`src/rtl/rws_pkg.sv`:
```
// Package for the congestion-controlled segment sender.
// Shared types, register indexes, reset values and small helper functions.
// No dependencies.
package rws_pkg;

  localparam int CfgIdxW  = 2;
  localparam int CfgDataW = 24;

  localparam logic [CfgIdxW-1:0] CFG_SEG_BYTES = 2'd0;
  localparam logic [CfgIdxW-1:0] CFG_TIMEOUT   = 2'd1;
  localparam logic [CfgIdxW-1:0] CFG_SSTHRESH  = 2'd2;

  localparam int DefWindowDepth = 64;

  localparam logic [10:0] SegReset   = 11'd500;
  localparam logic [15:0] TicksReset = 16'd500;
  localparam logic [23:0] SsthReset  = 24'd8000;

  localparam logic [7:0] AckTypeCode = 8'h01;

  localparam logic [1:0] PH_SLOW  = 2'd0;
  localparam logic [1:0] PH_AVOID = 2'd1;
  localparam logic [1:0] PH_FAST  = 2'd2;

  localparam int DivNumW = 38;
  localparam int DivDenW = 32;

  typedef struct packed {
    logic        cmd;
    logic [31:0] total;
    logic        ack_ok;
    logic [7:0]  ack_seq;
    logic [31:0] now;
  } rws_item_t;

  function automatic logic [7:0] fold8(input logic [8:0] s);
    logic [8:0] t;
    t = {8'd0, s[8]} + {1'b0, s[7:0]};
    t = {8'd0, t[8]} + {1'b0, t[7:0]};
    return t[7:0];
  endfunction

  function automatic logic ack_sum_ok(input logic [7:0] a, input logic [7:0] b,
                                      input logic [7:0] c);
    logic [7:0] s;
    s = fold8({1'b0, a} + {1'b0, b});
    s = fold8({1'b0, s} + {1'b0, c});
    return s == 8'hFF;
  endfunction

  function automatic logic [31:0] sat_add(input logic [31:0] a, input logic [38:0] b);
    logic [39:0] s;
    s = {8'd0, a} + {1'b0, b};
    return (s[39:32] != 8'd0) ? 32'hFFFF_FFFF : s[31:0];
  endfunction

endpackage

```
`src/rtl/rws_front.sv`:
```
// Front end: takes start transactions, checks the acknowledgement bytes
// and pushes a classified item into the queue. Depends on rws_pkg.
module rws_front (
  input  logic              start,
  output logic              busy,
  input  logic              cmd_i,
  input  logic [31:0]       total_bytes_i,
  input  logic              ack_present_i,
  input  logic [7:0]        ack_checksum_i,
  input  logic [7:0]        ack_type_i,
  input  logic [7:0]        ack_seq_i,
  input  logic [31:0]       now_i,
  input  logic              full_i,
  output logic              push_o,
  output rws_pkg::rws_item_t item_o
);
  import rws_pkg::*;

  assign busy   = full_i;
  assign push_o = start && !full_i;

  always_comb begin
    item_o.cmd     = cmd_i;
    item_o.total   = total_bytes_i;
    item_o.ack_ok  = ack_present_i && (ack_type_i == AckTypeCode) &&
                     ack_sum_ok(ack_checksum_i, ack_type_i, ack_seq_i);
    item_o.ack_seq = ack_seq_i;
    item_o.now     = now_i;
  end

endmodule

```
`src/rtl/rws_fifo.sv`:
```
// Two-entry queue of classified items between front and back end.
// Depends on rws_pkg.
module rws_fifo (
  input  logic               clk_i,
  input  logic               rst_ni,
  input  logic               push_i,
  input  rws_pkg::rws_item_t din_i,
  input  logic               pop_i,
  output rws_pkg::rws_item_t dout_o,
  output logic               full_o,
  output logic               empty_o
);
  import rws_pkg::*;

  rws_item_t  mem_q [2];
  logic       wp_q, rp_q;
  logic [1:0] cnt_q;

  assign full_o  = cnt_q == 2'd2;
  assign empty_o = cnt_q == 2'd0;
  assign dout_o  = mem_q[rp_q];

  always_ff @(posedge clk_i) begin
    if (push_i) mem_q[wp_q] <= din_i;
  end

  always_ff @(posedge clk_i or negedge rst_ni) begin
    if (!rst_ni) begin
      wp_q  <= 1'b0;
      rp_q  <= 1'b0;
      cnt_q <= 2'd0;
    end else begin
      if (push_i) wp_q <= ~wp_q;
      if (pop_i)  rp_q <= ~rp_q;
      cnt_q <= cnt_q + {1'b0, push_i} - {1'b0, pop_i};
    end
  end

endmodule

```
`src/rtl/rws_div.sv`:
```
// Restoring divider, one quotient bit per cycle.
// Shared by segment count and window growth. Depends on rws_pkg.
module rws_div (
  input  logic                        clk_i,
  input  logic                        rst_ni,
  input  logic                        start_i,
  input  logic [rws_pkg::DivNumW-1:0] num_i,
  input  logic [rws_pkg::DivDenW-1:0] den_i,
  output logic                        done_o,
  output logic [rws_pkg::DivNumW-1:0] quot_o,
  output logic [rws_pkg::DivDenW-1:0] rem_o
);
  import rws_pkg::*;

  localparam int CntW = $clog2(DivNumW + 1);

  logic [DivNumW-1:0] q_q;
  logic [DivDenW-1:0] r_q, den_q;
  logic [CntW-1:0]    cnt_q;
  logic               run_q, done_q;
  logic [DivDenW:0]   trial;
  logic               fits;

  assign trial  = {r_q, q_q[DivNumW-1]};
  assign fits   = trial >= {1'b0, den_q};
  assign done_o = done_q;
  assign quot_o = q_q;
  assign rem_o  = r_q;

  always_ff @(posedge clk_i) begin
    if (start_i) begin
      q_q   <= num_i;
      r_q   <= '0;
      den_q <= den_i;
    end else if (run_q) begin
      q_q <= {q_q[DivNumW-2:0], fits};
      r_q <= fits ? DivDenW'(trial - {1'b0, den_q}) : trial[DivDenW-1:0];
    end
  end

  always_ff @(posedge clk_i or negedge rst_ni) begin
    if (!rst_ni) begin
      run_q  <= 1'b0;
      done_q <= 1'b0;
      cnt_q  <= '0;
    end else begin
      done_q <= 1'b0;
      if (start_i) begin
        run_q <= 1'b1;
        cnt_q <= CntW'(DivNumW);
      end else if (run_q) begin
        cnt_q <= cnt_q - 1'b1;
        if (cnt_q == CntW'(1)) begin
          run_q  <= 1'b0;
          done_q <= 1'b1;
        end
      end
    end
  end

endmodule

```
`src/rtl/rws_back.sv`:
```
// Back end: window state, send decision, ACK retire, timeout and the
// send-time memory. Depends on rws_pkg and rws_div.
module rws_back #(
  parameter int WINDOW_DEPTH = rws_pkg::DefWindowDepth
) (
  input  logic                         clk_i,
  input  logic                         rst_ni,
  input  logic                         cfg_valid_i,
  input  logic [rws_pkg::CfgIdxW-1:0]  cfg_index_i,
  input  logic [rws_pkg::CfgDataW-1:0] cfg_data_i,
  input  logic                         empty_i,
  input  rws_pkg::rws_item_t           item_i,
  output logic                         pop_o,
  output logic                         res_valid_o,
  output logic                         send_valid_o,
  output logic [31:0]                  send_index_o,
  output logic [7:0]                   send_seq_o,
  output logic                         send_is_last_o,
  output logic [10:0]                  send_length_o,
  output logic                         ack_accepted_o,
  output logic                         timed_out_o,
  output logic [1:0]                   phase_o,
  output logic [23:0]                  cwnd_bytes_o,
  output logic [23:0]                  ssthresh_bytes_o,
  output logic                         done_res_o
);
  import rws_pkg::*;

  localparam int HW = (WINDOW_DEPTH > 1) ? $clog2(WINDOW_DEPTH) : 1;
  localparam int CW = $clog2(WINDOW_DEPTH + 1);
  localparam int SW = CW + 1;

  localparam logic [2:0] ST_IDLE = 3'd0;
  localparam logic [2:0] ST_EXEC = 3'd1;
  localparam logic [2:0] ST_RECV = 3'd2;
  localparam logic [2:0] ST_SDIV = 3'd3;
  localparam logic [2:0] ST_ADIV = 3'd4;
  localparam logic [2:0] ST_OUT  = 3'd5;

  logic [2:0]  st_q, st_d;
  logic [10:0] seg_q, seg_d;
  logic [15:0] ticks_q, ticks_d;
  logic [31:0] cwnd_q, cwnd_d;
  logic [23:0] ss_q, ss_d;
  logic [1:0]  dup_q, dup_d;
  logic [7:0]  base_q, base_d, nseq_q, nseq_d, last_q, last_d;
  logic [31:0] nidx_q, nidx_d, acked_q, acked_d, tsegs_q, tsegs_d;
  logic [10:0] tail_q, tail_d;
  logic [HW-1:0] head_q, head_d;
  logic [CW-1:0] cnt_q, cnt_d;
  rws_item_t   it_q, it_d;
  logic        sv_q, sv_d, slast_q, slast_d, acc_q, acc_d, tout_q, tout_d;
  logic        empty_q, empty_d;
  logic [31:0] sidx_q, sidx_d;
  logic [7:0]  sseq_q, sseq_d;
  logic [10:0] slen_q, slen_d;

  logic        rv_q, rv_d;
  logic [1:0]  rph_q, rph_d;

  logic [31:0] tmem [WINDOW_DEPTH];
  logic [31:0] rd_q;

  logic                div_start, div_done;
  logic [DivNumW-1:0]  div_num, div_quot;
  logic [DivDenW-1:0]  div_den, div_rem;

  // combinational helpers
  logic [1:0]    ph;
  logic [7:0]    off;
  logic          hit, dupack, dup3, tmo, xfer_done, send_ok;
  logic [31:0]   seg_fx, cwnd_slow, cwnd_dup3, cwnd_a, oldest;
  logic [12:0]   seg3;
  logic [21:0]   seg_sq;
  logic [CW-1:0] cnt_a, k;
  logic [SW-1:0] tail_sum, head_sum;
  logic [HW-1:0] tail_idx, head_ret;
  logic [CW+10:0] win_prod;
  logic          we;

  rws_div u_div (
    .clk_i  (clk_i),
    .rst_ni (rst_ni),
    .start_i(div_start),
    .num_i  (div_num),
    .den_i  (div_den),
    .done_o (div_done),
    .quot_o (div_quot),
    .rem_o  (div_rem)
  );

  assign ph = (dup_q == 2'd3) ? PH_FAST :
              (cwnd_q < {ss_q, 8'd0}) ? PH_SLOW : PH_AVOID;
  assign xfer_done = acked_q == tsegs_q;
  assign seg_fx    = {13'd0, seg_q, 8'd0};
  assign seg3      = {2'd0, seg_q} + {1'b0, seg_q, 1'b0};
  assign seg_sq    = {11'd0, seg_q} * {11'd0, seg_q};

  assign win_prod = cnt_q * seg_q;
  assign send_ok  = (32'({win_prod, 8'd0}) < cwnd_q) && (nidx_q < tsegs_q) &&
                    (cnt_q < CW'(WINDOW_DEPTH));
  assign tail_sum = {1'b0, cnt_q} + SW'(head_q);
  assign tail_idx = (tail_sum >= SW'(WINDOW_DEPTH)) ?
                    HW'(tail_sum - SW'(WINDOW_DEPTH)) : HW'(tail_sum);
  assign we = (st_q == ST_EXEC) && it_q.cmd && !xfer_done && send_ok;

  assign off    = it_q.ack_seq - base_q;
  assign hit    = it_q.ack_ok && (off < 8'(cnt_q));
  assign dupack = it_q.ack_ok && !hit && (it_q.ack_seq == last_q);
  assign dup3   = dupack && (ph != PH_FAST) && (dup_q == 2'd2);
  assign k      = CW'(off) + CW'(1);
  assign head_sum = {1'b0, k} + SW'(head_q);
  assign head_ret = (head_sum >= SW'(WINDOW_DEPTH)) ?
                    HW'(head_sum - SW'(WINDOW_DEPTH)) : HW'(head_sum);

  assign cwnd_slow = sat_add(cwnd_q, 39'(seg_fx));
  assign cwnd_dup3 = sat_add({1'b0, cwnd_q[31:9], 8'd0}, {18'd0, seg3, 8'd0});
  assign cwnd_a    = !dupack ? cwnd_q : (ph == PH_FAST) ? cwnd_slow :
                     dup3 ? cwnd_dup3 : cwnd_q;
  assign cnt_a     = dup3 ? '0 : cnt_q;
  assign oldest    = empty_q ? it_q.now : rd_q;
  assign tmo       = (cnt_a != '0) && ((it_q.now - oldest) > {16'd0, ticks_q});

  assign pop_o = (st_q == ST_IDLE) && !empty_i;

  always_ff @(posedge clk_i) begin
    if (we) tmem[tail_idx] <= it_q.now;
    rd_q <= tmem[head_q];
  end

  always_comb begin
    st_d = st_q; seg_d = seg_q; ticks_d = ticks_q; cwnd_d = cwnd_q; ss_d = ss_q;
    dup_d = dup_q; base_d = base_q; nseq_d = nseq_q; last_d = last_q;
    nidx_d = nidx_q; acked_d = acked_q; tsegs_d = tsegs_q; tail_d = tail_q;
    head_d = head_q; cnt_d = cnt_q; it_d = it_q;
    sv_d = sv_q; slast_d = slast_q; acc_d = acc_q; tout_d = tout_q;
    empty_d = empty_q; sidx_d = sidx_q; sseq_d = sseq_q; slen_d = slen_q;
    rv_d = 1'b0; rph_d = rph_q;
    div_start = 1'b0;
    div_num = {6'd0, it_q.total};
    div_den = {21'd0, seg_q};

    case (st_q)
      ST_IDLE: begin
        if (!empty_i) begin
          it_d = item_i;
          st_d = ST_EXEC;
        end
      end
      ST_EXEC: begin
        sv_d = 1'b0; sidx_d = '0; sseq_d = '0; slast_d = 1'b0; slen_d = '0;
        acc_d = 1'b0; tout_d = 1'b0;
        if (!it_q.cmd) begin
          if (seg_q == '0) begin
            tsegs_d = '0; tail_d = '0;
            nidx_d = '0; acked_d = '0; head_d = '0; cnt_d = '0;
            nseq_d = base_q; last_d = base_q - 8'd1;
            st_d = ST_OUT;
          end else begin
            div_start = 1'b1;
            st_d = ST_SDIV;
          end
        end else if (xfer_done) begin
          st_d = ST_OUT;
        end else begin
          empty_d = cnt_q == '0;
          if (send_ok) begin
            sv_d    = 1'b1;
            sidx_d  = nidx_q;
            sseq_d  = nseq_q;
            slast_d = nidx_q == tsegs_q - 32'd1;
            slen_d  = (nidx_q == tsegs_q - 32'd1) ? tail_q : seg_q;
            cnt_d   = cnt_q + CW'(1);
            nseq_d  = nseq_q + 8'd1;
            nidx_d  = nidx_q + 32'd1;
          end
          st_d = ST_RECV;
        end
      end
      ST_SDIV: begin
        if (div_done) begin
          tsegs_d = div_quot[31:0] + {31'd0, div_rem != '0};
          tail_d  = (div_rem != '0) ? div_rem[10:0] : seg_q;
          nidx_d = '0; acked_d = '0; head_d = '0; cnt_d = '0;
          nseq_d = base_q; last_d = base_q - 8'd1;
          st_d = ST_OUT;
        end
      end
      ST_RECV: begin
        st_d = ST_OUT;
        if (hit) begin
          acc_d   = 1'b1;
          head_d  = head_ret;
          cnt_d   = cnt_q - k;
          base_d  = base_q + 8'(k);
          acked_d = acked_q + 32'(k);
          last_d  = it_q.ack_seq;
          dup_d   = 2'd0;
          case (ph)
            PH_SLOW: cwnd_d = cwnd_slow;
            PH_AVOID: begin
              div_start = 1'b1;
              div_num   = {seg_sq, 16'd0};
              div_den   = (cwnd_q != '0) ? cwnd_q : 32'd1;
              st_d      = ST_ADIV;
            end
            default: cwnd_d = {ss_q, 8'd0};
          endcase
        end else begin
          cwnd_d = cwnd_a;
          if (dupack && ph != PH_FAST) dup_d = dup_q + 2'd1;
          if (dup3) ss_d = {1'b0, cwnd_q[31:9]};
          if (dup3 || tmo) begin
            nidx_d = nidx_q - 32'(cnt_q);
            cnt_d  = '0;
            head_d = '0;
            nseq_d = base_q;
          end
          if (tmo) begin
            ss_d   = {1'b0, cwnd_a[31:9]};
            cwnd_d = seg_fx;
            dup_d  = 2'd0;
            tout_d = 1'b1;
          end
        end
      end
      ST_ADIV: begin
        if (div_done) begin
          cwnd_d = sat_add(cwnd_q, {1'b0, div_quot});
          st_d   = ST_OUT;
        end
      end
      ST_OUT: begin
        rv_d  = 1'b1;
        rph_d = ph;
        st_d  = ST_IDLE;
      end
      default: st_d = ST_IDLE;
    endcase

    if (cfg_valid_i) begin
      case (cfg_index_i)
        CFG_SEG_BYTES: seg_d   = cfg_data_i[10:0];
        CFG_TIMEOUT:   ticks_d = cfg_data_i[15:0];
        CFG_SSTHRESH:  ss_d    = cfg_data_i;
        default: ;
      endcase
    end
  end

  always_ff @(posedge clk_i) begin
    it_q <= it_d; sidx_q <= sidx_d; sseq_q <= sseq_d; slen_q <= slen_d;
    slast_q <= slast_d; sv_q <= sv_d; acc_q <= acc_d; tout_q <= tout_d;
    empty_q <= empty_d; rph_q <= rph_d;
  end

  always_ff @(posedge clk_i or negedge rst_ni) begin
    if (!rst_ni) begin
      st_q <= ST_IDLE; seg_q <= SegReset; ticks_q <= TicksReset;
      cwnd_q <= {13'd0, SegReset, 8'd0}; ss_q <= SsthReset; dup_q <= '0;
      base_q <= 8'd1; nseq_q <= 8'd1; last_q <= '0; nidx_q <= '0;
      acked_q <= '0; tsegs_q <= '0; tail_q <= '0; head_q <= '0; cnt_q <= '0;
      rv_q <= 1'b0;
    end else begin
      st_q <= st_d; seg_q <= seg_d; ticks_q <= ticks_d; cwnd_q <= cwnd_d;
      ss_q <= ss_d; dup_q <= dup_d; base_q <= base_d; nseq_q <= nseq_d;
      last_q <= last_d; nidx_q <= nidx_d; acked_q <= acked_d;
      tsegs_q <= tsegs_d; tail_q <= tail_d; head_q <= head_d; cnt_q <= cnt_d;
      rv_q <= rv_d;
    end
  end

  // results hold the state after the item, sampled in the output cycle
  logic [23:0] cwnd_res_q, ss_res_q;
  logic        done_res_q;
  always_ff @(posedge clk_i) begin
    cwnd_res_q <= cwnd_q[31:8];
    ss_res_q   <= ss_q;
    done_res_q <= xfer_done;
  end

  assign res_valid_o      = rv_q;
  assign send_valid_o     = sv_q;
  assign send_index_o     = sidx_q;
  assign send_seq_o       = sseq_q;
  assign send_is_last_o   = slast_q;
  assign send_length_o    = slen_q;
  assign ack_accepted_o   = acc_q;
  assign timed_out_o      = tout_q;
  assign phase_o          = rph_q;
  assign cwnd_bytes_o     = cwnd_res_q;
  assign ssthresh_bytes_o = ss_res_q;
  assign done_res_o       = done_res_q;

endmodule

```
`src/rtl/reno_window_sender.sv`:
```
// Congestion-controlled segment sender, top level.
// Instantiates rws_front, rws_fifo and rws_back; depends on rws_pkg.
//
// Usage:
//  - Command channel: a transaction is taken at a clock edge with start high
//    and busy low. cmd_i 0 opens a transfer of total_bytes_i, cmd_i 1 runs one
//    send/receive pass with the ACK bytes and the current time now_i.
//  - Each transaction yields one result, shown for one cycle with
//    res_valid_o high. The receiver cannot stall; results are not held.
//  - A pass runs the execute, receive and output states; a start with a
//    nonzero segment size or an accepted ACK in congestion avoidance waits
//    for the 38-step serial divider (one quotient bit per cycle).
//  - The back end handles one item at a time; a two-entry queue lets the
//    front take up to two more while it works, busy rises when it is full.
//  - Configuration: cfg_valid_i with cfg_index_i and cfg_data_i, always
//    ready; write only while the block is idle. Index 0 segment bytes,
//    1 timeout ticks, 2 initial ssthresh (also loads ssthresh).
//  - Reset: asynchronous, active low; registers and window state return to
//    their defaults, the queue empties. No clearing pass is needed.
module reno_window_sender #(
  parameter int WINDOW_DEPTH = rws_pkg::DefWindowDepth
) (
  input  logic                         clk_i,
  input  logic                         rst_ni,
  input  logic                         start,
  output logic                         busy,
  input  logic                         cmd_i,
  input  logic [31:0]                  total_bytes_i,
  input  logic                         ack_present_i,
  input  logic [7:0]                   ack_checksum_i,
  input  logic [7:0]                   ack_type_i,
  input  logic [7:0]                   ack_seq_i,
  input  logic [31:0]                  now_i,
  input  logic                         cfg_valid_i,
  output logic                         cfg_ready_o,
  input  logic [rws_pkg::CfgIdxW-1:0]  cfg_index_i,
  input  logic [rws_pkg::CfgDataW-1:0] cfg_data_i,
  output logic                         res_valid_o,
  output logic                         send_valid_o,
  output logic [31:0]                  send_index_o,
  output logic [7:0]                   send_seq_o,
  output logic                         send_is_last_o,
  output logic [10:0]                  send_length_o,
  output logic                         ack_accepted_o,
  output logic                         timed_out_o,
  output logic [1:0]                   phase_o,
  output logic [23:0]                  cwnd_bytes_o,
  output logic [23:0]                  ssthresh_bytes_o,
  output logic                         done_res_o
);
  import rws_pkg::*;

  rws_item_t push_item, pop_item;
  logic      push, pop, full, empty;

  assign cfg_ready_o = 1'b1;

  rws_front u_front (
    .start          (start),
    .busy           (busy),
    .cmd_i          (cmd_i),
    .total_bytes_i  (total_bytes_i),
    .ack_present_i  (ack_present_i),
    .ack_checksum_i (ack_checksum_i),
    .ack_type_i     (ack_type_i),
    .ack_seq_i      (ack_seq_i),
    .now_i          (now_i),
    .full_i         (full),
    .push_o         (push),
    .item_o         (push_item)
  );

  rws_fifo u_fifo (
    .clk_i   (clk_i),
    .rst_ni  (rst_ni),
    .push_i  (push),
    .din_i   (push_item),
    .pop_i   (pop),
    .dout_o  (pop_item),
    .full_o  (full),
    .empty_o (empty)
  );

  rws_back #(.WINDOW_DEPTH(WINDOW_DEPTH)) u_back (
    .clk_i            (clk_i),
    .rst_ni           (rst_ni),
    .cfg_valid_i      (cfg_valid_i),
    .cfg_index_i      (cfg_index_i),
    .cfg_data_i       (cfg_data_i),
    .empty_i          (empty),
    .item_i           (pop_item),
    .pop_o            (pop),
    .res_valid_o      (res_valid_o),
    .send_valid_o     (send_valid_o),
    .send_index_o     (send_index_o),
    .send_seq_o       (send_seq_o),
    .send_is_last_o   (send_is_last_o),
    .send_length_o    (send_length_o),
    .ack_accepted_o   (ack_accepted_o),
    .timed_out_o      (timed_out_o),
    .phase_o          (phase_o),
    .cwnd_bytes_o     (cwnd_bytes_o),
    .ssthresh_bytes_o (ssthresh_bytes_o),
    .done_res_o       (done_res_o)
  );

endmodule

```
`config.mk`:
```
export PLATFORM = sky130hd
export DESIGN_NAME = reno_window_sender
export DESIGN_NICKNAME = d
export VERILOG_FILES = /design/src/rtl/rws_pkg.sv /design/src/rtl/rws_front.sv /design/src/rtl/rws_fifo.sv /design/src/rtl/rws_div.sv /design/src/rtl/rws_back.sv /design/src/rtl/reno_window_sender.sv
export SDC_FILE = /design/constraint.sdc
export NUM_CORES = 2
export LEC_CHECK = 0
export BUFFER_PORTS_ARGS = -buffer_cell sky130_fd_sc_hd__buf_2
export CAP_MARGIN = 20
export CORE_ASPECT_RATIO = 1.2
export CORE_MARGIN = 10
export CORE_UTILIZATION = 35
export CTS_BUF_LIST = sky130_fd_sc_hd__clkbuf_8
export CTS_CLUSTER_DIAMETER = 120
export DETAILED_ROUTE_END_ITERATION = 8
export GPL_TIMING_DRIVEN = 0
export PLACE_DENSITY = 0.57
export SLEW_MARGIN = 20
export SYNTH_ARGS = -nofsm -noshare
export SYNTH_HDL_FRONTEND = slang
export SYNTH_HIERARCHICAL = 1
export SYNTH_SLANG_ARGS = --single-unit
```
`constraint.sdc`:
```
create_clock -name clk_i -period 13.4 [get_ports clk_i]
set_clock_uncertainty 0.05 [all_clocks]
set_input_delay 1.34 -clock clk_i [delete_from_list [all_inputs] [get_ports clk_i]]
set_output_delay 1.34 -clock clk_i [all_outputs]
set_load 0.05 [all_outputs]
```
==> out/qor.yml <==
overflow: 0
syn-cell-area_um2: 128000
synthToLayoutAreaGrowth_pct: 16.2
ys_seq_elements: 2756
htreeDepth: 5
clock_latency_ns: 1.14
switchingPower_mw: 14.9
antenna_found_initial: 41
critPathTopFamily: "simple AND/OR/NAND/NOR gates"
cp_data_arrival_time_ns: 12.90
vias_per_cell: 5.50
wl_um: 417000
max_clock_freq_ghz: 0.0820
met2_length_um: 207000
cts_hold_buf: 1
core_um2: 365000
cts-root-buf: "clkbuf_8"
cts_tree: "done"
hold_violations: 0
dp_hpwl_um: 316000
synth.area.top_cells: "edfxtp_1 56%, mux4_2 12%, dfrtp_1 4.3%"
clkPwrFrac_pct: 20.3
cp_common_cell: "inv_1"
timing.final.crit_period_ns: 12.19
post_cts_buffers: 0
regArea_um2: 80400
fin_util_pct: 40.8
critPathMaxStageDelay_ns: 1.01
io_pins: 229
p_comb_share_pct: 45.5
synth_ff_type: "edfxtp_1"
cts_buffer_depth: 4
synth_top_area_cell: "edfxtp_1"
syn_area_per_cell_um2: 15.6
num_vias: 78200
wl_met3_um: 26000
nNetsFinal: 9680
critPathBufInv: 7
synthDistinctLibCells: 122
final_area_um2: 149000
gp_congestion: 0.941
crit_slowest_cell: "nor2_4"
drtIter0Drc: 7426
yosysTopAreaCellShare_pct: 56.3
rsz0062_at_grt: "no"
relSlewSlack_pct: 16.0
peakVddDrop_uv: 285
async_flop_share_pct: 8.89
placed_area_um2: 140000
die_h_um: 682
wl_met1_um: 157000
worst_slew_pin_slew_ns: 1.26
p_int_mw: 20.5
layout-drive-gt1-share_pct: 22.6
cts_buffers: 441
worstPathRequired_ns: 14.11
total_power_mw: 35.4
wl_per_cell_um: 29.4
end_kind: "register"
cts_sinks: 2756
synth_warnings: 6
synth_edf_count: 2398
grt_use_total_pct: 20.8
fillers: 33000
p_leak_nw: 51.7
switching_share_pct: 42.1
critical_path_peak_fanout: 17
syn-instance-count: 8187
multi_input_area_um2: 44500
top_layer: "met5"
setup.worst_path.start_class: "register"
post-synth-top-count-cell: "edfxtp_1"
die_x_um: 572
setup_viol: 0
grt_pass1_wl_um: 590000
seqPwrFrac_pct: 34.3
initial_core_util_pct: 35.1
whs_ns: 0.319
drc_errors: 0
period_share_pct: 91.0
post_cts_resized: 0
crit_type: "register to register"
port_buffers: 162
clkTransAtPathRegs_ns: 0.06
yosys-top-cells-count: "2398 x edfxtp_1, 672 x mux4_2, 491 x nor2_1"
dieArea_um2: 390000
hp-class: "register to register"
synth-seq-area-share_pct: 62.9
slew_viol_final: 0
ant_nets: 0
grt_pass1_vias: 80400
cap_violations: 0
grt_max_degree: 84
outcome: "finished clean"
rows: 243
dr.pass1.iters: 5
powerDensity_nw_per_um2: 238
## flip-flops by register name (all words and copies together), names as in the netlist, 38 cells and up
signal               cells
u_back/it_q             74
u_back/tmem           2048
u_back/u_div/quot_o     38
u_fifo/mem_q           148
## worst paths after layout
| path | startpoint | end | slack [ns] | cells past startpoint |
|---|---|---|---|---|
| worst max-delay path | u_back/seg_q[3] | u_back/tmem[46][18] | 1.21 | 31 |
| worst min-delay path | u_back/ss_q[20] | u_back/ssthresh_bytes_o[20] | 0.32 | 0 |
| worst max register to register | u_back/seg_q[3] | u_back/tmem[46][18] | 1.21 | 31 |
| worst min register to register | u_back/ss_q[20] | u_back/ssthresh_bytes_o[20] | 0.32 | 0 |
| max in group asynchronous | rst_ni | u_back/base_q[0] | 11.34 | 4 |
| min in group asynchronous | rst_ni | u_back/ss_q[13] | 0.64 | 2 |
## cells in the final DEF (no fill, tap or decap), types with 50 or more instances in the layout
cell type	Yosys	final
a21o_1	95	95
a21oi_1	283	283
a31oi_1	53	53
and2_1	87	86
and3_1	56	56
buf_1	75	60
buf_16	0	83
buf_2	38	216
buf_4	79	88
buf_8	0	79
clkbuf_1	255	241
clkbuf_8	0	462
clkinv_1	2	89
clkinv_2	0	56
dfrtp_1	219	219
dfxtp_1	113	113
edfxtp_1	2398	2398
fa_1	121	121
ha_1	409	409
inv_1	379	509
mux2_2	86	86
mux2_4	50	50
mux2i_1	65	65
mux4_2	672	672
nand2_1	411	411
nand3_1	136	134
nand4_1	72	72
nor2_1	491	427
nor2_4	1	65
nor2b_1	56	55
nor3_1	74	72
o21ai_0	315	315
o22ai_1	63	63
o31ai_1	60	57
xnor2_1	234	234
xor2_1	123	123
## cells by family after synthesis
logic type	after synthesis	synth area share [%]
AOI/OAI and AO/OA	1243	6.26
and+or+nand+nor	1578	5.93
adders and majority gates	531	5.90
buffers and inverters	842	2.81
muxes	875	13.7
other	2	0.00587
xor gates and xnor gates	360	2.49
DFF	2756	62.9
## worst register-to-register path: cells and delay by family (launching register included)
kind	cells	cell delay, ns
AO/OA/AOI/OAI	10	2.92
AND/OR/NAND/NOR	8	3.86
flip-flops	1	0.73
buffers and inverters	7	1.64
adder cells (fa/ha/maj)	6	2.64
## power groups by stage
stage	Clock (mW)	Combinational [mW]	Sequential (mW)
6_report	7.17	16.1	12.1
5_1_grt	7.72	17.2	12.2
4_1_cts	7.34	16.0	12.1
3_5_place_dp	0	15.9	12.3
3_3_place_gp	0	14.1	13.3
2_1_floorplan	0	9.04	12.6
## per-layer routing
layer / up-vias / global-route usage (%)
met2: 3033 / 35.6
met4: 14 / 11.3
met1: 40700 / 24.7
met3: 865 / 3.82
met5: - / 0
li1: 33600 / -
## stage by stage
stage / setup WS [ns] / cells / TNS [ns]
2_1_floorplan: 3.89 / 8188 / 0
4_1_cts: 1.41 / 14200 / 0
5_1_grt: 0.902 / 14200 / 0
3_5_place_dp: 1.48 / 13400 / 0
6_report: 1.21 / 14200 / 0
3_3_place_gp: -2.60 / 13100 / -315.64
## cell type report
class	count	area share (%)
Antenna cell	38	0.0640
Multi-Input combinational cell	4590	29.9
Clock buffer	462	4.28
Clock inverter	334	1.51
Inverter	383	0.969
Sequential cell	2756	54.1
Timing Repair Buffer	399	3.66
Buffer	459	1.47
Tap cell	4777	4.02
Power figures use the tool's default switching activity.
